<file path="config.mk">
export PLATFORM = sky130hd
export DESIGN_NAME = fsk_envelope_uart_deframer_unit
export DESIGN_NICKNAME = d
export VERILOG_FILES = /design/src/rtl/core/fskud_pkg.sv /design/src/rtl/core/fskud_envelope.sv /design/src/rtl/core/fskud_slicer.sv /design/src/rtl/core/fskud_deframer.sv /design/src/rtl/core/fsk_envelope_uart_deframer_unit.sv
export VERILOG_INCLUDE_DIRS = /design/src /design/src/rtl/core
export SDC_FILE = /design/constraint.sdc
export NUM_CORES = 2
export LEC_CHECK = 0
export ABC_AREA = 1
export BUFFER_PORTS_ARGS = -buffer_cell sky130_fd_sc_hd__buf_2
export CAP_MARGIN = 5
export CORE_ASPECT_RATIO = 0.7
export CORE_MARGIN = 3
export CORE_UTILIZATION = 45
export CTS_BUF_LIST = sky130_fd_sc_hd__clkbuf_4
export DETAILED_ROUTE_END_ITERATION = 12
export PLACE_DENSITY = 0.62
export RECOVER_POWER = 100
export REMOVE_ABC_BUFFERS = 1
export SETUP_SLACK_MARGIN = 0.02
export SYNTH_ARGS = -nofsm -noshare
export SYNTH_HDL_FRONTEND = slang
export SYNTH_HIERARCHICAL = 1
export SYNTH_SLANG_ARGS = --single-unit
</file>
<file path="constraint.sdc">
create_clock -name clk -period 14.6 [get_ports clk]
set_input_delay 2.19 -clock clk [delete_from_list [all_inputs] [get_ports clk]]
set_output_delay 2.19 -clock clk [all_outputs]
set_load 0.005 [all_outputs]
</file>
<file path="src/rtl/core/fsk_envelope_uart_deframer_unit_defines.svh">
// Assertion macros for the FSK envelope UART deframer.
`ifndef FSK_ENVELOPE_UART_DEFRAMER_UNIT_DEFINES_SVH
`define FSK_ENVELOPE_UART_DEFRAMER_UNIT_DEFINES_SVH

// Same-cycle implication, checked outside reset.
`define FSKUD_ASSERT_NOW(label, clk, rst_n, ante, cons, msg) \
    label: assert property (@(posedge clk) disable iff (!rst_n) (ante) |-> (cons)) \
        else $error(msg);

// Next-cycle implication, checked outside reset.
`define FSKUD_ASSERT_NEXT(label, clk, rst_n, ante, cons, msg) \
    label: assert property (@(posedge clk) disable iff (!rst_n) (ante) |=> (cons)) \
        else $error(msg);

`endif

</file>
<file path="src/rtl/core/fskud_pkg.sv">
// Shared constants, codes and types of the FSK envelope UART deframer.
package fskud_pkg;

    localparam int SAMPLE_WIDTH = 16;
    localparam int DATA_BITS    = 8;

    localparam int DECAY_W  = 16;
    localparam int MIN_W    = 16;
    localparam int FRAC_W   = 8;
    localparam int HALF_W   = 16;
    localparam int CFG_W    = 16;
    localparam int CFG_AW   = 2;
    localparam int TIMER_W  = HALF_W + 2;
    localparam int BITCNT_W = $clog2(DATA_BITS + 1);
    localparam int SUM_W    = SAMPLE_WIDTH + 1;
    localparam int SHARE_W  = SUM_W + FRAC_W;

    localparam logic [SAMPLE_WIDTH-1:0] FULL_SCALE = SAMPLE_WIDTH'(1) << (SAMPLE_WIDTH - 1);

    // register indexes
    localparam logic [CFG_AW-1:0] REG_DECAY   = 2'd0;
    localparam logic [CFG_AW-1:0] REG_MIN_AMP = 2'd1;
    localparam logic [CFG_AW-1:0] REG_SCHMITT = 2'd2;
    localparam logic [CFG_AW-1:0] REG_HALF    = 2'd3;

    localparam logic [DECAY_W-1:0] DECAY_RST   = 16'd61871;
    localparam logic [MIN_W-1:0]   MIN_AMP_RST = 16'd3277;
    localparam logic [FRAC_W-1:0]  SCHMITT_RST = 8'd179;
    localparam logic [HALF_W-1:0]  HALF_RST    = 16'd20;

    // line bit codes
    localparam logic [1:0] BIT_ZERO    = 2'd0;
    localparam logic [1:0] BIT_ONE     = 2'd1;
    localparam logic [1:0] BIT_INVALID = 2'd2;

    // event codes
    localparam logic [2:0] EV_NONE     = 3'd0;
    localparam logic [2:0] EV_START    = 3'd1;
    localparam logic [2:0] EV_DATA0    = 3'd2;
    localparam logic [2:0] EV_DATA1    = 3'd3;
    localparam logic [2:0] EV_DATA_ERR = 3'd4;
    localparam logic [2:0] EV_STOP     = 3'd5;
    localparam logic [2:0] EV_STOP_ERR = 3'd6;

    localparam int IN_BITS  = 2 * SAMPLE_WIDTH;
    localparam int IN_W     = ((IN_BITS + 7) / 8) * 8;
    localparam int OUT_BITS = 2 * SAMPLE_WIDTH + 2 + 3 + 1 + DATA_BITS;
    localparam int OUT_W    = ((OUT_BITS + 7) / 8) * 8;

    typedef struct packed {
        logic [SAMPLE_WIDTH-1:0] upper_level;
        logic [SAMPLE_WIDTH-1:0] lower_level;
        logic [1:0]              bit_state;
        logic [2:0]              event_res;
        logic                    byte_valid;
        logic [DATA_BITS-1:0]    data_byte;
    } result_t;

    typedef struct packed {
        logic [MIN_W-1:0]  min_amplitude;
        logic [FRAC_W-1:0] schmitt_fraction;
    } slicer_cfg_t;

endpackage

</file>
<file path="src/rtl/core/fskud_envelope.sv">
// Rectifier and peak envelope of both tones; the level registers are the stage-one payload.
module fskud_envelope
    import fskud_pkg::*;
(
    input  logic                           clk,
    input  logic                           rst_n,
    input  logic                           load,
    input  logic signed [SAMPLE_WIDTH-1:0] upper_sample,
    input  logic signed [SAMPLE_WIDTH-1:0] lower_sample,
    input  logic [DECAY_W-1:0]             decay_factor,
    output logic [SAMPLE_WIDTH-1:0]        upper_level,
    output logic [SAMPLE_WIDTH-1:0]        lower_level
);

    logic [SAMPLE_WIDTH-1:0] upper_reg, upper_next;
    logic [SAMPLE_WIDTH-1:0] lower_reg, lower_next;
    logic [SAMPLE_WIDTH-1:0] upper_rect, lower_rect;
    logic [SAMPLE_WIDTH+DECAY_W-1:0] upper_prod, lower_prod;
    logic [SAMPLE_WIDTH-1:0] upper_dec, lower_dec;

    // |s|, with +max also mapped to full scale
    function automatic logic [SAMPLE_WIDTH-1:0] rectify(input logic [SAMPLE_WIDTH-1:0] s);
        logic [SAMPLE_WIDTH:0] mag;
        mag = s[SAMPLE_WIDTH-1] ? ((SAMPLE_WIDTH+1)'(1) << SAMPLE_WIDTH) - {1'b0, s}
                                : {1'b0, s};
        if (mag >= {1'b0, FULL_SCALE} - (SAMPLE_WIDTH+1)'(1))
        begin
            mag = {1'b0, FULL_SCALE};
        end
        return mag[SAMPLE_WIDTH-1:0];
    endfunction

    always_comb
    begin
        upper_rect = rectify(upper_sample);
        lower_rect = rectify(lower_sample);
        upper_prod = upper_reg * decay_factor;
        lower_prod = lower_reg * decay_factor;
        upper_dec  = upper_prod[SAMPLE_WIDTH+DECAY_W-1:DECAY_W];
        lower_dec  = lower_prod[SAMPLE_WIDTH+DECAY_W-1:DECAY_W];
        upper_next = (upper_rect > upper_dec) ? upper_rect : upper_dec;
        lower_next = (lower_rect > lower_dec) ? lower_rect : lower_dec;
    end

    always_ff @(posedge clk or negedge rst_n)
    begin
        if (!rst_n)
        begin
            upper_reg <= '0;
            lower_reg <= '0;
        end
        else if (load)
        begin
            upper_reg <= upper_next;
            lower_reg <= lower_next;
        end
    end

    assign upper_level = upper_reg;
    assign lower_level = lower_reg;

endmodule

</file>
<file path="src/rtl/core/fskud_slicer.sv">
// Amplitude check and Schmitt decision of the line bit.
module fskud_slicer
    import fskud_pkg::*;
(
    input  logic [SAMPLE_WIDTH-1:0] upper_level,
    input  logic [SAMPLE_WIDTH-1:0] lower_level,
    input  slicer_cfg_t             cfg,
    input  logic [1:0]              last_bit,
    output logic [1:0]              bit_state
);

    logic [SUM_W-1:0]   sum;
    logic [SHARE_W-1:0] share;
    logic [SHARE_W-1:0] upper_scaled, lower_scaled;

    always_comb
    begin
        sum          = {1'b0, upper_level} + {1'b0, lower_level};
        share        = SHARE_W'(sum) * SHARE_W'(cfg.schmitt_fraction);
        upper_scaled = SHARE_W'(upper_level) << FRAC_W;
        lower_scaled = SHARE_W'(lower_level) << FRAC_W;
        bit_state    = last_bit;
        if (SHARE_W'(sum) < SHARE_W'(cfg.min_amplitude))
        begin
            bit_state = BIT_INVALID;
        end
        else if (upper_scaled > share && (last_bit == BIT_ZERO || last_bit == BIT_INVALID))
        begin
            bit_state = BIT_ONE;
        end
        else if (lower_scaled > share && (last_bit == BIT_ONE || last_bit == BIT_INVALID))
        begin
            bit_state = BIT_ZERO;
        end
    end

endmodule

</file>
<file path="src/rtl/core/fskud_deframer.sv">
// UART frame timer, shift register and result register.
module fskud_deframer
    import fskud_pkg::*;
(
    input  logic                    clk,
    input  logic                    rst_n,
    input  logic                    load,
    input  logic [SAMPLE_WIDTH-1:0] upper_level,
    input  logic [SAMPLE_WIDTH-1:0] lower_level,
    input  slicer_cfg_t             slicer_cfg,
    input  logic [HALF_W-1:0]       half_bit_samples,
    output result_t                 result
);

    logic [1:0]           last_bit_reg, bit_now;
    logic [TIMER_W-1:0]   timer_reg, timer_next;
    logic [BITCNT_W-1:0]  bits_reg, bits_next;
    logic [DATA_BITS-1:0] shift_reg, shift_next;
    result_t              res_reg, res_next;
    logic [TIMER_W-1:0]   half_ext;

    fskud_slicer u_slicer (
        .upper_level (upper_level),
        .lower_level (lower_level),
        .cfg         (slicer_cfg),
        .last_bit    (last_bit_reg),
        .bit_state   (bit_now)
    );

    assign half_ext = TIMER_W'(half_bit_samples);

    always_comb
    begin
        timer_next = timer_reg;
        bits_next  = bits_reg;
        shift_next = shift_reg;
        res_next.upper_level = upper_level;
        res_next.lower_level = lower_level;
        res_next.bit_state   = bit_now;
        res_next.event_res   = EV_NONE;
        res_next.byte_valid  = 1'b0;
        res_next.data_byte   = '0;
        if (timer_reg == '0)
        begin
            if (last_bit_reg != bit_now && bit_now == BIT_ZERO)
            begin
                timer_next = (half_ext << 1) + half_ext;
                bits_next  = BITCNT_W'(DATA_BITS);
                shift_next = '0;
                res_next.event_res = EV_START;
            end
        end
        else if (timer_reg == TIMER_W'(1))
        begin
            timer_next = '0;
            if (bits_reg == '0)
            begin
                if (bit_now == BIT_ONE)
                begin
                    res_next.byte_valid = 1'b1;
                    res_next.data_byte  = ~shift_reg;
                    res_next.event_res  = EV_STOP;
                end
                else
                begin
                    res_next.event_res = EV_STOP_ERR;
                end
                shift_next = '0;
            end
            else
            begin
                timer_next = half_ext << 1;
                bits_next  = bits_reg - BITCNT_W'(1);
                shift_next = {bit_now == BIT_ONE, shift_reg[DATA_BITS-1:1]};
                if (bit_now == BIT_ONE)
                begin
                    res_next.event_res = EV_DATA1;
                end
                else if (bit_now == BIT_ZERO)
                begin
                    res_next.event_res = EV_DATA0;
                end
                else
                begin
                    timer_next = '0;  // invalid data bit aborts the frame
                    res_next.event_res = EV_DATA_ERR;
                end
            end
        end
        else
        begin
            timer_next = timer_reg - TIMER_W'(1);
        end
    end

    always_ff @(posedge clk or negedge rst_n)
    begin
        if (!rst_n)
        begin
            last_bit_reg <= BIT_INVALID;
            timer_reg    <= '0;
            bits_reg     <= '0;
            shift_reg    <= '0;
        end
        else if (load)
        begin
            last_bit_reg <= bit_now;
            timer_reg    <= timer_next;
            bits_reg     <= bits_next;
            shift_reg    <= shift_next;
        end
    end

    always_ff @(posedge clk)
    begin
        if (load)
        begin
            res_reg <= res_next;
        end
    end

    assign result = res_reg;

endmodule

</file>
<file path="src/rtl/core/fsk_envelope_uart_deframer_unit.sv">
// Top level of the FSK envelope UART deframer: config registers, pipeline control.
// A beat accepted into the envelope level registers moves on to the result register.
// One beat per cycle unless the master side stalls; stage one is the envelope level
//   registers, stage two the Schmitt decision and frame logic feeding the result register.
// Either stage fills while the stage after it is stalled, so a waiting result
//   does not stop the slave side as long as stage one is free.
// Reset (rst_n low, asynchronous): pipeline empty, levels zero, line bit invalid,
//   deframer idle, config registers at their defaults.
`include "fsk_envelope_uart_deframer_unit_defines.svh"
module fsk_envelope_uart_deframer_unit
    import fskud_pkg::*;
(
    input  logic              clk,
    input  logic              rst_n,
    // config write port
    input  logic              cfg_we,
    input  logic [CFG_AW-1:0] cfg_addr,
    input  logic [CFG_W-1:0]  cfg_wdata,
    // slave side
    input  logic              s_tvalid,
    output logic              s_tready,
    input  logic [IN_W-1:0]   s_tdata,   // upper_sample, lower_sample
    // master side
    output logic              m_tvalid,
    input  logic              m_tready,
    output logic [OUT_W-1:0]  m_tdata    // upper_level, lower_level, bit_state,
                                         // event_res, byte_valid, data_byte, zero pad
);

    logic [DECAY_W-1:0] decay_reg;
    logic [MIN_W-1:0]   min_amp_reg;
    logic [FRAC_W-1:0]  schmitt_reg;
    logic [HALF_W-1:0]  half_reg;

    logic v1_reg, vo_reg;
    logic load1, load2;

    logic [SAMPLE_WIDTH-1:0] upper_level, lower_level;
    slicer_cfg_t             slicer_cfg;
    result_t                 result;

    // config registers; the user must write them only while idle, the block does not enforce it
    always_ff @(posedge clk or negedge rst_n)
    begin
        if (!rst_n)
        begin
            decay_reg   <= DECAY_RST;
            min_amp_reg <= MIN_AMP_RST;
            schmitt_reg <= SCHMITT_RST;
            half_reg    <= HALF_RST;
        end
        else if (cfg_we)
        begin
            unique case (cfg_addr)
                REG_DECAY:   decay_reg   <= cfg_wdata[DECAY_W-1:0];
                REG_MIN_AMP: min_amp_reg <= cfg_wdata[MIN_W-1:0];
                REG_SCHMITT: schmitt_reg <= cfg_wdata[FRAC_W-1:0];
                REG_HALF:    half_reg    <= cfg_wdata[HALF_W-1:0];
                default: ;
            endcase
        end
    end

    // elastic two-stage control: a stage loads when it is empty or draining
    assign load2    = v1_reg && (!vo_reg || m_tready);
    assign s_tready = !v1_reg || load2;
    assign load1    = s_tvalid && s_tready;

    always_ff @(posedge clk or negedge rst_n)
    begin
        if (!rst_n)
        begin
            v1_reg <= 1'b0;
            vo_reg <= 1'b0;
        end
        else
        begin
            if (s_tready)
            begin
                v1_reg <= s_tvalid;
            end
            if (!vo_reg || m_tready)
            begin
                vo_reg <= v1_reg;
            end
        end
    end

    fskud_envelope u_envelope (
        .clk          (clk),
        .rst_n        (rst_n),
        .load         (load1),
        .upper_sample (s_tdata[SAMPLE_WIDTH-1:0]),
        .lower_sample (s_tdata[2*SAMPLE_WIDTH-1:SAMPLE_WIDTH]),
        .decay_factor (decay_reg),
        .upper_level  (upper_level),
        .lower_level  (lower_level)
    );

    assign slicer_cfg.min_amplitude    = min_amp_reg;
    assign slicer_cfg.schmitt_fraction = schmitt_reg;

    fskud_deframer u_deframer (
        .clk              (clk),
        .rst_n            (rst_n),
        .load             (load2),
        .upper_level      (upper_level),
        .lower_level      (lower_level),
        .slicer_cfg       (slicer_cfg),
        .half_bit_samples (half_reg),
        .result           (result)
    );

    assign m_tvalid = vo_reg;
    assign m_tdata  = OUT_W'({result.data_byte, result.byte_valid, result.event_res,
                              result.bit_state, result.lower_level, result.upper_level});

    `FSKUD_ASSERT_NOW(a_byte_only_on_stop, clk, rst_n, m_tvalid && result.byte_valid,
        result.event_res == EV_STOP, "byte flagged without a stop event")
    `FSKUD_ASSERT_NOW(a_stall_means_full, clk, rst_n, !s_tready,
        v1_reg && vo_reg, "slave side stalled with a free stage")
    `FSKUD_ASSERT_NEXT(a_result_kept, clk, rst_n, m_tvalid && !m_tready,
        m_tvalid, "pending result dropped")

endmodule

</file>
==> results.cfg <==
[outcome]
status = finished with violations
failed_checks = max-capacitance violations, max-slew violations

[drt]
vias_per_cell = 5.11
wl_um = 100000
ant_nets = 0
route.detailed.drc = 0
dr_total_vias = 29820
wl_per_cell_um = 17.2
drt_iter0_drc = 2405
first_pass_iters = 6

[synthesis]
async_reset_ff_share_pct = 72.6
netlist_instances = 4801
syn_avg_cell_area_um2 = 7.26
synth_area_um2 = 34800
ys_ff_latch = 168
yosysWarnings = 6
synth_edf_count = 46
synth_cell_type_count = 61
synth_seq_area_share_pct = 12.8
synth-main-ff-cell = dfrtp_1

[worst_setup_path]
setup.worst_path.start = u_envelope/upper_level[0]$_DFFE_PN0P_
cpMostUsedCell = nand2_1
critPathSlowestCell = clkbuf_1
critPathMaxFanout = 21
critPathKind = register to register
worstSetupStartpointType = register
cp-end-kind = register
arrival_ns = 12.08
worst_ep_required_time_ns = 15.21
crit_family = simple AND/OR/NAND/NOR gates
timing.critical_path.buf_inv = 7
cpPeakStageDelay_ns = 0.93
timing.rr.start = u_envelope/upper_level[0]$_DFFE_PN0P_

[place]
io_buffer_count = 102
hpwl_um = 80100
finalWeightedCongestion = 0.935

[finish]
drive_gt1_share_pct = 4.83
largest_reg_flops = 46
areaGrowthSynthToFinish_pct = 3.99
final_nets = 5691

[die]
coreArea_um2 = 75900
initial_core_util_pct = 45.9
dieWidth_um = 339
placement_rows = 84
die_h_um = 239
dieArea_um2 = 80900
io_pins = 105

[sta]
slew_headroom_pct = -153
tns_ns = 0
finalCritPeriodShare_pct = 78.5
period_needed_ns = 11.47
tightest_slew_ns = 3.80
max_freq_ghz = 0.0872
hold_viol_final = 0
rsz0062_at_grt = no
slew_violations = 413
setup_viol = 0
final.setup_skew_ns = 0.0412

[grt]
grt_max_degree = 68
grt_pass1_vias = 28604
grt_first_pass_wirelength_um = 159000
gr-total-overflow = 0
groute.usage.overall_pct = 25.0
antenna_found_initial = 2

[clocking]
clk_pin_slew_ns = 0.17
cts-root-buf = clkbuf_4
clkSinkCount = 168
cts_setup_buffers = 0
cts_buffers = 17
cts_tree = yes
cts_hold_buf = 0
htree_levels = 4
clk_latency_ns = 0.73
cts_buffer_depth = 2
cts_resized = 0

[hold_path]
hold_path_class = register to register
min_from = min_amp_reg[0]$_DFFE_PN1P_

[job]
maxCapViolCount = 14
-- per-layer routing --
layer / wire, um / vias up / track usage [%] / share of wire (%)
met5: 0 / - / 0 / 0
met4: 1750 / 0 / 5.54 / 1.7
met3: 8700 / 89 / 5.80 / 8.7
met2: 42300 / 980 / 37.5 / 42
met1: 47500 / 14375 / 36.6 / 47
li1: - / 14376 / - / -
-- placed cells by master, fill, tap and decap left out, types with 10 or more instances in the layout --
cell type / n
a21o_1: 11
a21oi_1: 157
and2_1: 22
buf_2: 75
clkbuf_1: 57
clkbuf_4: 17
dfrtp_1: 96
dfstp_2: 26
edfxtp_1: 46
fa_1: 478
ha_1: 365
inv_1: 1129
inv_2: 11
nand2_1: 1392
nand3_1: 223
nand3_2: 21
nand3b_1: 16
nand4_1: 65
nor2_1: 282
nor2_2: 17
nor3_1: 28
o211ai_1: 10
o21ai_0: 73
o21bai_1: 13
or2_2: 10
xnor2_1: 19
xor2_1: 29
-- per-stage QoR --
step,worst slack [ns],hold slack [ns],cells,area (um^2),util [%]
after detailed placement,4.22,0.458,5806,36200,47.7
final,3.13,0.480,5840,36200,47.8
after global placement,4.43,0.450,5806,36200,47.7
after floorplan,6.03,0.442,4632,34000,-
after global routing,2.24,0.487,5840,36200,47.8
after CTS,4.17,0.479,5838,36400,48.0
-- cells by family after synthesis --
logic type | Yosys count | share of synthesized area, %
DFF | 168 | 12.8
xor gates and xnor gates | 49 | 1.25
buffers and inverters | 1315 | 14.6
AOI/OAI and AO/OA | 315 | 5.16
adders and majority gates | 843 | 40.6
other | 1 | 0.0108
and+or+nand+nor | 2110 | 25.6
-- area by class of cell --
cell class / instances / area [um^2]
Fill cell: 7838 / 39600
Timing Repair Buffer: 142 / 661
Antenna cell: 2 / 5.00
Sequential cell: 168 / 4470
Clock inverter: 15 / 136
Multi-Input combinational cell: 3319 / 25200
Clock buffer: 17 / 128
Tap cell: 1032 / 1290
Inverter: 1145 / 4300
-- worst reg2reg max path, delay by kind of cell, from the launching register on --
family | cells | cell delay (ns)
adders and majority gates | 8 | 3.37
buffers and inverters | 7 | 2.12
DFF | 1 | 0.36
and+or+nand+nor | 26 | 3.88
xor gates and xnor gates | 1 | 0.10
AOI/OAI and AO/OA | 8 | 1.53
-- final timing paths --
path | to | slack, ns | cells after the start
setup / recovery | u_deframer/bits_reg[1]$_DFFE_PN0P_ | 3.13 | 50
hold / removal | min_amp_reg[0]$_DFFE_PN1P_ | 0.48 | 2
setup reg to reg | u_deframer/bits_reg[1]$_DFFE_PN0P_ | 3.13 | 50
hold reg to reg | min_amp_reg[0]$_DFFE_PN1P_ | 0.48 | 2
max in group asynchronous | m_tvalid$_DFFE_PN0P_ | 7.16 | 2
min in group asynchronous | schmitt_reg[2]$_DFFE_PN0P_ | 2.58 | 1
-- cell usage after synthesis, types with 28 or more instances --
cell type / n / area [um^2]
nand3_1: 221 / 1110
fa_1: 478 / 9570
inv_1: 1127 / 4230
clkbuf_1: 129 / 484
edfxtp_1: 46 / 1380
a21oi_1: 158 / 791
nor2_1: 279 / 1050
xor2_1: 29 / 254
nor3_1: 28 / 140
ha_1: 365 / 4570
o21ai_0: 64 / 320
nand2_1: 1391 / 5220
dfrtp_1: 96 / 2400
nand4_1: 65 / 407
Power is left out: the tool's default activity adds up to more than one toggle a clock period on the data nets, which glitch-free logic cannot reach.
